==> src/utf8_to_utf32_decoder_assert.svh <==
// assertion macros for the utf-8 to utf-32 decoder
// expects clk and rst to be visible where a macro is used
`ifndef UTF8_TO_UTF32_DECODER_ASSERT_SVH
`define UTF8_TO_UTF32_DECODER_ASSERT_SVH

// same-cycle implication
`define U2U_ASSERT_IMP(lbl, ante, cons, msg) \
  lbl: assert property (@(posedge clk) disable iff (rst) (ante) |-> (cons)) \
    else $error(msg);

// next-cycle implication
`define U2U_ASSERT_NEXT(lbl, ante, cons, msg) \
  lbl: assert property (@(posedge clk) disable iff (rst) (ante) |=> (cons)) \
    else $error(msg);

`endif

==> src/u2u_pkg.sv <==
// shared types and constants for the utf-8 to utf-32 decoder
// no dependencies
package u2u_pkg;

  localparam int CP_W   = 21;
  localparam int QDEPTH = 2;

  localparam logic [CP_W-1:0] REPL_CP  = 21'h00FFFD;
  localparam logic [CP_W-1:0] MAX_CP   = 21'h10FFFF;
  localparam logic [CP_W-1:0] SURR_LO  = 21'h00D800;
  localparam logic [CP_W-1:0] SURR_HI  = 21'h00DFFF;
  localparam logic [CP_W-1:0] MIN_CP2  = 21'h000080;
  localparam logic [CP_W-1:0] MIN_CP3  = 21'h000800;
  localparam logic [CP_W-1:0] MIN_CP4  = 21'h010000;

  // length class of a pending sequence, picks its lowest legal code point
  localparam logic [1:0] CLS_NONE = 2'd0;
  localparam logic [1:0] CLS_TWO  = 2'd1;
  localparam logic [1:0] CLS_THREE = 2'd2;
  localparam logic [1:0] CLS_FOUR = 2'd3;

  // results caused by one byte, one or two of them
  typedef struct packed {
    logic [CP_W-1:0] cp0;
    logic            repl0;
    logic [CP_W-1:0] cp1;
    logic            repl1;
    logic            two;
    logic            last;
  } bundle_t;

  function automatic logic seq_bad(input logic [CP_W-1:0] cp, input logic [1:0] cls);
    logic [CP_W-1:0] lo;
    begin
      case (cls)
        CLS_TWO:   lo = MIN_CP2;
        CLS_THREE: lo = MIN_CP3;
        default:   lo = MIN_CP4;
      endcase
      seq_bad = (cp < lo) || (cp > MAX_CP) || ((cp >= SURR_LO) && (cp <= SURR_HI));
    end
  endfunction

endpackage

==> src/u2u_front.sv <==
// front end: accepts bytes, keeps the sequence state, builds result bundles
// depends on u2u_pkg
module u2u_front (
  input  logic              clk,
  input  logic              rst,
  input  logic              in_valid,
  output logic              in_stall,
  input  logic [7:0]        byte_req,
  input  logic              text_end,
  input  logic              q_full,
  output logic              push,
  output u2u_pkg::bundle_t  push_data
);
  import u2u_pkg::*;

  logic [CP_W-1:0] partial, partial_next;
  logic [1:0]      need, need_next;
  logic [1:0]      cls, cls_next;

  logic            accept;
  logic            pending, is_cont;
  logic            f_emit, f_repl;
  logic [CP_W-1:0] f_cp, f_val;
  logic [1:0]      f_need, f_cls;
  logic [CP_W-1:0] acc, x_cp, val_after;
  logic [1:0]      need_dec, need_after, cls_after;
  logic            x_repl, e0, e1, e2, bad;

  assign in_stall = q_full;
  assign accept   = in_valid && !q_full;
  assign pending  = (need != 2'd0);
  assign is_cont  = (byte_req[7:6] == 2'b10);
  assign acc      = {partial[CP_W-7:0], byte_req[5:0]};
  assign need_dec = need - 2'd1;
  assign bad      = seq_bad(acc, cls);

  // decode of a byte with no sequence pending
  always_comb begin
    f_emit = 1'b0;
    f_repl = 1'b0;
    f_cp   = {{(CP_W-8){1'b0}}, byte_req};
    f_val  = '0;
    f_need = 2'd0;
    f_cls  = CLS_NONE;
    if (byte_req[7] == 1'b0) begin
      f_emit = 1'b1;
    end else if (byte_req[7:5] == 3'b110) begin
      f_val  = {{(CP_W-5){1'b0}}, byte_req[4:0]};
      f_need = 2'd1;
      f_cls  = CLS_TWO;
    end else if (byte_req[7:4] == 4'b1110) begin
      f_val  = {{(CP_W-4){1'b0}}, byte_req[3:0]};
      f_need = 2'd2;
      f_cls  = CLS_THREE;
    end else if (byte_req[7:3] == 5'b11110) begin
      f_val  = {{(CP_W-3){1'b0}}, byte_req[2:0]};
      f_need = 2'd3;
      f_cls  = CLS_FOUR;
    end else begin
      // stray continuation or illegal lead
      f_emit = 1'b1;
      f_repl = 1'b1;
      f_cp   = REPL_CP;
    end
  end

  always_comb begin
    e0         = 1'b0;
    e1         = f_emit;
    x_cp       = f_cp;
    x_repl     = f_repl;
    need_after = f_need;
    val_after  = f_val;
    cls_after  = f_cls;
    if (pending && is_cont) begin
      if (need_dec == 2'd0) begin
        e1         = 1'b1;
        x_cp       = bad ? REPL_CP : acc;
        x_repl     = bad;
        need_after = 2'd0;
        val_after  = '0;
        cls_after  = CLS_NONE;
      end else begin
        e1         = 1'b0;
        need_after = need_dec;
        val_after  = acc;
        cls_after  = cls;
      end
    end else begin
      // broken sequence gives one replacement before the fresh decode
      e0 = pending;
    end
    // sequence left open at end of text
    e2 = text_end && (need_after != 2'd0);
  end

  always_comb begin
    push_data.cp0   = e0 ? REPL_CP : (e1 ? x_cp : REPL_CP);
    push_data.repl0 = e0 ? 1'b1 : (e1 ? x_repl : 1'b1);
    push_data.cp1   = e1 ? x_cp : REPL_CP;
    push_data.repl1 = e1 ? x_repl : 1'b1;
    push_data.two   = e0 && (e1 || e2);
    push_data.last  = text_end;
  end

  assign push = accept && (e0 || e1 || e2);

  always_comb begin
    partial_next = partial;
    need_next    = need;
    cls_next     = cls;
    if (accept) begin
      if (text_end) begin
        partial_next = '0;
        need_next    = 2'd0;
        cls_next     = CLS_NONE;
      end else begin
        partial_next = val_after;
        need_next    = need_after;
        cls_next     = cls_after;
      end
    end
  end

  always_ff @(posedge clk) begin
    if (rst) begin
      partial <= '0;
      need    <= 2'd0;
      cls     <= CLS_NONE;
    end else begin
      partial <= partial_next;
      need    <= need_next;
      cls     <= cls_next;
    end
  end

endmodule

==> src/u2u_queue.sv <==
// short bundle queue between front and back
// depends on u2u_pkg
module u2u_queue (
  input  logic              clk,
  input  logic              rst,
  input  logic              push,
  input  u2u_pkg::bundle_t  push_data,
  output logic              full,
  input  logic              pop,
  output logic              q_valid,
  output u2u_pkg::bundle_t  pop_data
);
  import u2u_pkg::*;

  localparam int PTR_W = (QDEPTH > 1) ? $clog2(QDEPTH) : 1;
  localparam int CNT_W = $clog2(QDEPTH + 1);

  bundle_t          slots [QDEPTH];
  logic [PTR_W-1:0] wr_ptr, rd_ptr;
  logic [CNT_W-1:0] count, count_next;

  assign full     = (count == CNT_W'(QDEPTH));
  assign q_valid  = (count != '0);
  assign pop_data = slots[rd_ptr];

  always_comb begin
    count_next = count;
    case ({push, pop})
      2'b10:   count_next = count + CNT_W'(1);
      2'b01:   count_next = count - CNT_W'(1);
      default: count_next = count;
    endcase
  end

  always_ff @(posedge clk) begin
    if (rst) begin
      wr_ptr <= '0;
      rd_ptr <= '0;
      count  <= '0;
    end else begin
      if (push) begin
        wr_ptr <= (wr_ptr == PTR_W'(QDEPTH - 1)) ? '0 : wr_ptr + PTR_W'(1);
      end
      if (pop) begin
        rd_ptr <= (rd_ptr == PTR_W'(QDEPTH - 1)) ? '0 : rd_ptr + PTR_W'(1);
      end
      count <= count_next;
    end
  end

  always_ff @(posedge clk) begin
    if (push) begin
      slots[wr_ptr] <= push_data;
    end
  end

endmodule

==> src/u2u_back.sv <==
// back end: unpacks bundles into single code point transactions
// depends on u2u_pkg
module u2u_back (
  input  logic                       clk,
  input  logic                       rst,
  input  logic                       q_valid,
  input  u2u_pkg::bundle_t           pop_data,
  output logic                       pop,
  output logic                       out_valid,
  input  logic                       out_stall,
  output logic [u2u_pkg::CP_W-1:0]   code_point,
  output logic                       was_replaced,
  output logic                       run_last,
  output logic                       text_last
);
  import u2u_pkg::*;

  logic            take;
  logic            sec_pending;
  logic [CP_W-1:0] sec_cp;
  logic            sec_repl, sec_last;

  assign take = !out_valid || !out_stall;
  assign pop  = take && !sec_pending && q_valid;

  always_ff @(posedge clk) begin
    if (rst) begin
      out_valid   <= 1'b0;
      sec_pending <= 1'b0;
    end else if (take) begin
      if (sec_pending) begin
        out_valid   <= 1'b1;
        sec_pending <= 1'b0;
      end else begin
        out_valid   <= q_valid;
        sec_pending <= q_valid && pop_data.two;
      end
    end
  end

  always_ff @(posedge clk) begin
    if (take) begin
      if (sec_pending) begin
        code_point   <= sec_cp;
        was_replaced <= sec_repl;
        run_last     <= 1'b1;
        text_last    <= sec_last;
      end else if (pop) begin
        code_point   <= pop_data.cp0;
        was_replaced <= pop_data.repl0;
        run_last     <= !pop_data.two;
        text_last    <= pop_data.last && !pop_data.two;
        sec_cp       <= pop_data.cp1;
        sec_repl     <= pop_data.repl1;
        sec_last     <= pop_data.last;
      end
    end
  end

endmodule

==> src/utf8_to_utf32_decoder.sv <==
// utf-8 byte stream to utf-32 code point decoder, top level
// depends on u2u_pkg, u2u_front, u2u_queue, u2u_back, utf8_to_utf32_decoder_assert.svh
//
//  channel | signals                                       | role
//  in      | in_valid, in_stall, byte_req, text_end        | one byte per transaction
//  out     | out_valid, out_stall, code_point, was_replaced, | one code point per transaction
//          | run_last, text_last                           |
//
// one byte is taken every cycle while the queue is not full; a byte that yields two
// code points holds the output register for both in turn and blocks the next pop
// path of a byte: front into a queue slot, then queue slot to the output register
// the two-entry bundle queue lets the front take bytes while out is stalled, until full
// rst is synchronous and active high and clears the sequence state and the queue
module utf8_to_utf32_decoder (
  input  logic                      clk,
  input  logic                      rst,
  input  logic                      in_valid,
  output logic                      in_stall,
  input  logic [7:0]                byte_req,
  input  logic                      text_end,
  output logic                      out_valid,
  input  logic                      out_stall,
  output logic [u2u_pkg::CP_W-1:0]  code_point,
  output logic                      was_replaced,
  output logic                      run_last,
  output logic                      text_last
);
  import u2u_pkg::*;

  `include "utf8_to_utf32_decoder_assert.svh"

  logic    q_full, q_valid, push, pop;
  bundle_t push_data, pop_data;

  u2u_front u_front (
    .clk       (clk),
    .rst       (rst),
    .in_valid  (in_valid),
    .in_stall  (in_stall),
    .byte_req  (byte_req),
    .text_end  (text_end),
    .q_full    (q_full),
    .push      (push),
    .push_data (push_data)
  );

  u2u_queue u_queue (
    .clk       (clk),
    .rst       (rst),
    .push      (push),
    .push_data (push_data),
    .full      (q_full),
    .pop       (pop),
    .q_valid   (q_valid),
    .pop_data  (pop_data)
  );

  u2u_back u_back (
    .clk          (clk),
    .rst          (rst),
    .q_valid      (q_valid),
    .pop_data     (pop_data),
    .pop          (pop),
    .out_valid    (out_valid),
    .out_stall    (out_stall),
    .code_point   (code_point),
    .was_replaced (was_replaced),
    .run_last     (run_last),
    .text_last    (text_last)
  );

  `U2U_ASSERT_IMP(a_pop_nonempty, pop, q_valid, "bundle popped from empty queue")

  `U2U_ASSERT_IMP(a_text_last_run, out_valid && text_last, run_last,
                  "text_last without run_last")

  `U2U_ASSERT_NEXT(a_second_follows, out_valid && !run_last && !out_stall,
                   out_valid && run_last, "second result of a byte did not follow")

endmodule

==> config.mk <==
export PLATFORM = sky130hd
export DESIGN_NAME = utf8_to_utf32_decoder
export DESIGN_NICKNAME = d
export VERILOG_FILES = /design/src/u2u_pkg.sv /design/src/u2u_front.sv /design/src/u2u_queue.sv /design/src/u2u_back.sv /design/src/utf8_to_utf32_decoder.sv
export VERILOG_INCLUDE_DIRS = /design/src /design/src/src
export SDC_FILE = /design/constraint.sdc
export NUM_CORES = 1
export LEC_CHECK = 0
export BUFFER_PORTS_ARGS = -buffer_cell sky130_fd_sc_hd__buf_2
export CORE_UTILIZATION = 45
export DETAILED_ROUTE_END_ITERATION = 8
export MAX_ROUTING_LAYER = met4
export PLACE_DENSITY = 0.6
export SYNTH_ARGS = -nofsm -noshare
export SYNTH_HDL_FRONTEND = slang
export SYNTH_HIERARCHICAL = 1
export SYNTH_SLANG_ARGS = --single-unit
==> constraint.sdc <==
create_clock -name clk -period 8.65 [get_ports clk]
set_clock_uncertainty 0.05 [all_clocks]
set_input_delay 0.4325 -clock clk [delete_from_list [all_inputs] [get_ports clk]]
set_output_delay 0.4325 -clock clk [all_outputs]
set_load 0.05 [all_outputs]
# Word-level counts from Yosys, hierarchy flattened
# Memory sizes are Yosys's and may differ from the RTL's. A register that Yosys moved wholly into a read port is not among the register bits.
# Index checks and enable logic that the tools add are counted.
# word_totals
ff_bits	72
ram_bits	92
output_inout_bits	26
wordCells	121
memories	1
# memory_table
memory	depth	width	read_ports	rd_ports_with_merged_regs	wr	line	source
u_queue.slots	2	46	1	1	1	u2u_queue.sv:18	bundle_t slots [QDEPTH];
# op_classes
n_addsub	5
n_lt_le_gt_ge	4
eq_ne	10
muxes	55
bitwise_logic	1
n_reduce_logical	30
# ops
cell	count
two-way mux 21 bit	10
two-way mux 15 bit	5
one-hot mux 17 bit (2 select lines)	1
two-way mux 1 bit	25
greater-or-equal comparator 21 x 16 -> 1 bit (second input constant)	1
greater-than comparator 21 bit (second input constant)	1
less-or-equal comparator 21 x 16 -> 1 bit (second input constant)	1
less-than comparator 21 x 17 -> 1 bit	1
two-way mux 2 bit	10
two-way mux 16 bit	1
logical AND 1 bit	10
nonzero test 2 bit	5
== test 2 bit (second input constant)	4
logical OR 1 bit	6
== test 5 bit (second input constant)	1
logical NOT 1 bit	5
== test 2 x 1 -> 1 bit (second input constant)	2
== test 4 bit (second input constant)	1
two-way mux 4 bit	1
one-hot mux 2 bit (2 select lines)	1
AND reduction 2 bit	2
subtractor 2 x 1 -> 2 bit (second input constant)	2
== test 3 bit (second input constant)	1
two-way mux 3 bit	1
other kinds (6)	7

# Longest topological paths before layout
# depth
word_depth	12
mapped_depth	12
ltp_nobuf	11

# Hierarchy
# The synthesis kept the hierarchy.
# by_module_without_submodules
module	instances	cells_per_inst	area_per_inst_um2	seq_area_each_um2
u2u_queue	1	165	3523.4	2862.7
u2u_back	1	88	1825.5	1451.4
u2u_front	1	223	1614.0	380.4

# Worst setup path before layout
# OpenSTA, ideal clock, no wires.
# synth_path
kind	register -> register
from	register u_front.need[0]
to	memory u_queue/slots[0][0] in the netlist's numbering (enable)
setup_time_ns	0.449
arrival_ns	3.935
slack_ns	4.216
stages_incl_launch_ff	10
path_cell_list	dfxtp_1 inv_1 ha_1 clkbuf_1 or4b_2 o21ai_0 o31ai_1 a31oi_1 inv_1 nor2_1
# synth_between
elab_chain_cells	10
word_cells_on_any_way	16
# synth_lines
item	line	source
start, declared	u2u_front.sv:17	logic [1:0] need, need_next;
start signal, assigned	u2u_front.sv:132	need <= need_next;
subtractor 2 x 1 -> 2 bit	u2u_front.sv:34	assign need_dec = need - 2'd1;
logical NOT 2 bit	u2u_front.sv:76	if (need_dec == 2'd0) begin
two-way mux 2 bit	u2u_front.sv:76	
two-way mux 2 bit	u2u_front.sv:75	if (pending && is_cont) begin
nonzero test 2 bit	u2u_front.sv:94	e2 = text_end && (need_after != 2'd0);
logical AND 1 bit	u2u_front.sv:94	
logical OR 1 bit *	u2u_front.sv:106	assign push = accept && (e0 || e1 || e2);
logical AND 1 bit *	u2u_front.sv:106	
via push	utf8_to_utf32_decoder.sv:32	logic q_full, q_valid, push, pop;
two-way mux 1 bit *	u2u_queue.sv:52	if (push) begin
two-way mux 1 bit (not written as such) *	u2u_queue.sv:53	slots[wr_ptr] <= push_data;
end, declared	u2u_queue.sv:18	
# Mark *: on every way through the listed nets, which the timed path passes. The rest lies on a longest branch.

# Worst setup path after layout
# layout_path
from	register u_front.need[0]
to	memory u_queue/slots[0][44] in the netlist's numbering (enable)
# The elaborated chain is that of the path after synthesis.

==> summary.txt <==
Setup path
  • Top Family by Delay on Critical Path: simple AND/OR/NAND/NOR gates
  • Setup CP Type: register to register
  • Most repeated library cell on the critical path: inv_1
  • Worst Path Max Fanout: 26
  • Worst setup path endpoint: u_queue/slots[0][44]$_DFFE_PP_
  • Ordered list of cells on the worst path: inv_1 -> ha_1 -> or4b_2 -> o21ai_0 -> o31ai_1 -> a31oi_1 -> inv_1 -> nor2_4 -> buf_4
  • Cell depth of the worst flop-to-flop path: 9
  • Slowest-stage cell, CP: or4b_2
  • R2R Setup Slk: 5.06 ns
  • Critical Path Stages: 9
  • Reg-to-reg startpoint: u_front/need[0]$_SDFFE_PP0P_
  • Reg2reg end: u_queue/slots[0][44]$_DFFE_PP_
  • CP startpoint kind: register
  • CP startpoint: u_front/need[0]$_SDFFE_PP0P_
  • Req. time, crit path: 8.68 ns
  • Crit end category: register
  • Slowest stage delay, CP: 0.69 ns
  • CP arrival: 3.62 ns
  • Bufs and invs on worst path: 3

Power
  • Power density over the cells: 314.6 mW/mm^2
  • Comb pwr share: 25.8%
  • Power, Total: 2.458 mW
  • P_int: 1.676 mW
  • Total net switching power: 782.4 uW
  • Static leakage: 2.657 nW
  • Net Sw Frac: 31.82%
  • Clock Power Share: 27.5%
  • Flop pwr share: 46.6%
  • Peak supply drop: 0.0001990 V

Synthesis
  • Seq cells post-synth: 165
  • Syn Inst Count: 476
  • Mux cell area share after synthesis: 11.00%
  • Number of flops mapped to enable cells by yosys: 139
  • Mapped Nets: 496
  • Compound-cell area share of the yosys netlist: 8.607%
  • Yosys warning count: 6
  • Avg Synthesized Cell Area: 14.63 um^2
  • Synth unique cells: 56
  • Top FF cell, synth: edfxtp_1
  • Synth top area cells: edfxtp_1, mux2_2, dfxtp_1, a21oi_1, nor2_1
  • Area share of the leading cell type in the synthesized netlist: 59.95%
  • Synthesized cell area: 0.006963 mm^2
  • Main combinational cell family by area after synthesis: multiplexers
  • Simple logic cell fraction of the synthesized area: 8.392%
  • Post-synthesis sequential area ratio: 67.42%
  • Post-Synth Adder-Cell Area: 1.258%
  • Post-synth top area cell: edfxtp_1
  • Post-synthesis async set-or-reset flop share: 0%
  • Synth top cells by count: edfxtp_1, mux2_2, nor2_1
  • Most frequent cell after synthesis: edfxtp_1
  • Post-Synth XOR/XNOR Area: 0.5031%

STA
  • Fmax: 278.9 MHz
  • Final setup vio count: 0
  • Final Cycle Share: 41.45%
  • Final Hold Vio Count: 0
  • Max_slew headroom: 15.82%
  • Worst slew pin tran: 1.260 ns
  • Tmin final: 3.586 ns
  • RSZ-0062 raised after global routing: no
  • TNS Setup: 0 ns
  • Final Max Slew Viols: 0

Floorplan
  • FP Rows: 45
  • Die ar.: 0.01597 mm^2
  • Core area: 0.01515 mm^2
  • Initial Utilization: 45.97%
  • Die X-Extent: 126.4 um
  • Die Span Y: 126.4 um
  • Ports: 39

Drt
  • Via density: 5.563
  • Post-route antenna net violation count: 0
  • Wl on met1: 5.732 mm
  • Met2 WL: 6.342 mm
  • # DRC: 0
  • Drt wl/cell: 17.81 um
  • Top sig layer: met4
  • Final wirelength: 12.66 mm
  • DR iter-0 viols: 227
  • TritonRoute pass-1 iters: 4
  • Met3 wire len: 399 um
  • Routed vias: 3955

Cells and area
  • Fin cells: 711
  • Layout area overhead: 12.22%
  • Layout Nets: 530
  • Ratio of cells with drive above 1 in the final layout: 29.64%
  • Utilization after layout: 51.59%
  • Filler cell count: 1275
  • Diode count: 0

Clocking
  • # clock sinks: 165
  • Root buf cell: clkbuf_16
  • PostCTS Resize Cnt: 0
  • Post-CTS Setup Bufs: 0
  • Number of hold buffers added after CTS: 0
  • CTS tree: built
  • Total CTS buffers: 17
  • Max Root-Sink Buffers: 2
  • Worst-path clk slew: 0.06 ns
  • Clock Latency Late Sink: 0.42 ns
  • Htree depth: 4

Global routing
  • Initial antenna violation count: 0
  • First-pass GRT wire length: 20.67 mm
  • GRT Residual Overflow: 0
  • Tot GR Track Use: 17.74%
  • Largest net degree at the start of global routing: 47
  • Vias in the first global route: 3942

Placed design
  • Placer's final routability congestion estimate: 0.8455
  • Buffers on Ports: 38
  • DP HPWL: 7.826 mm
  • Placed insts: 679

Job
  • Max-cap violations: 0

Status
  • Outcome: finished clean

Worst hold path
  • Hold crit path type: primary input to register
[power by group through the flow]
stage	clock, mW	combinational, mW	sequential, mW
after floorplan	0	0.301	1.36
after global placement	0	0.637	1.16
after detailed placement	0	0.649	1.17
after CTS	0.696	0.653	1.15
after global routing	0.727	0.684	1.16
final	0.677	0.635	1.15
[placed cells by master, fill, tap and decap left out, types with 7 or more instances in the layout]
master / n
a211oi_1: 8
a21boi_1: 8
a21oi_1: 32
a22oi_1: 12
and3_1: 9
buf_2: 38
clkbuf_16: 17
dfxtp_1: 24
edfxtp_1: 139
ha_1: 7
inv_1: 9
mux2_2: 68
nand2_1: 8
nand2b_1: 7
nor2_1: 35
nor3_1: 16
[layer usage]
metal  vias up  track usage [%]
met5         -                -
met4         0            7.583
met3        17            3.965
met2        65            28.60
met1      1966            21.56
li1       1907                -
[layout make-up]
class                   instances  area (um^2)  area share [%]
clock buffers                  22        444.2           5.685
clock inverters                10        83.83           1.073
inverters                       9        33.78          0.4323
multi-input cells             274         2092           26.77
flip-flops and latches        165         4697           60.11
well taps                     188        235.2           3.010
repair buffers                 43        227.7           2.914
[worst min-delay path: stages]
cell and delay [ns]:
buf_2 0.09, nand4b_1 0.10, o41ai_2 0.06
[worst min path at each step]
stage	slack, ns	end	cells after the start	from
after CTS	0.23	u_back/sec_pending$_SDFFE_PP0P_	3	out_stall
after detailed placement	0.43	u_front/partial[0]$_SDFFE_PP0P_	2	u_front/partial[0]$_SDFFE_PP0P_
after global routing	0.27	u_back/sec_pending$_SDFFE_PP0P_	3	out_stall
after floorplan	0.40	u_front/partial[0]$_SDFFE_PP0P_	2	u_front/partial[0]$_SDFFE_PP0P_
after global placement	0.42	u_queue/count[1]$_SDFFE_PP0P_	2	u_queue/count[1]$_SDFFE_PP0P_
final	0.25	u_back/sec_pending$_SDFFE_PP0P_	3	out_stall
[metrics by stage]
step	setup WS [ns]	hold WS, ns	instance area [um^2]
floorplan	4.216	0.3953	6963
global placement	5.158	0.4241	7286
detailed placement	5.078	0.4272	7286
CTS	5.062	0.2275	7814
global route	4.834	0.2669	7814
finish	5.064	0.2484	7814
[flip-flops by register name, summed over array words and instances, names as in the netlist, 2 cells and up, named ones only]
register	flops
u_front/need	2
u_queue/count	2
u_queue/slots	92
u_front/cls	2
u_front/partial	15
u_back/sec_cp	21
u_back/code_point	21
[kinds of logic (layout without fill, tap and decap cells)]
family | count (synthesis) | count (layout)
AO/OA/AOI/OAI | 87 | 87
XOR/XNOR | 4 | 4
adder cells (fa/ha/maj) | 7 | 7
buffers and inverters | 37 | 84
flip-flops | 165 | 165
multiplexers | 68 | 68
AND/OR/NAND/NOR | 108 | 108
Note: power is estimated with default switching activity, not from simulation.
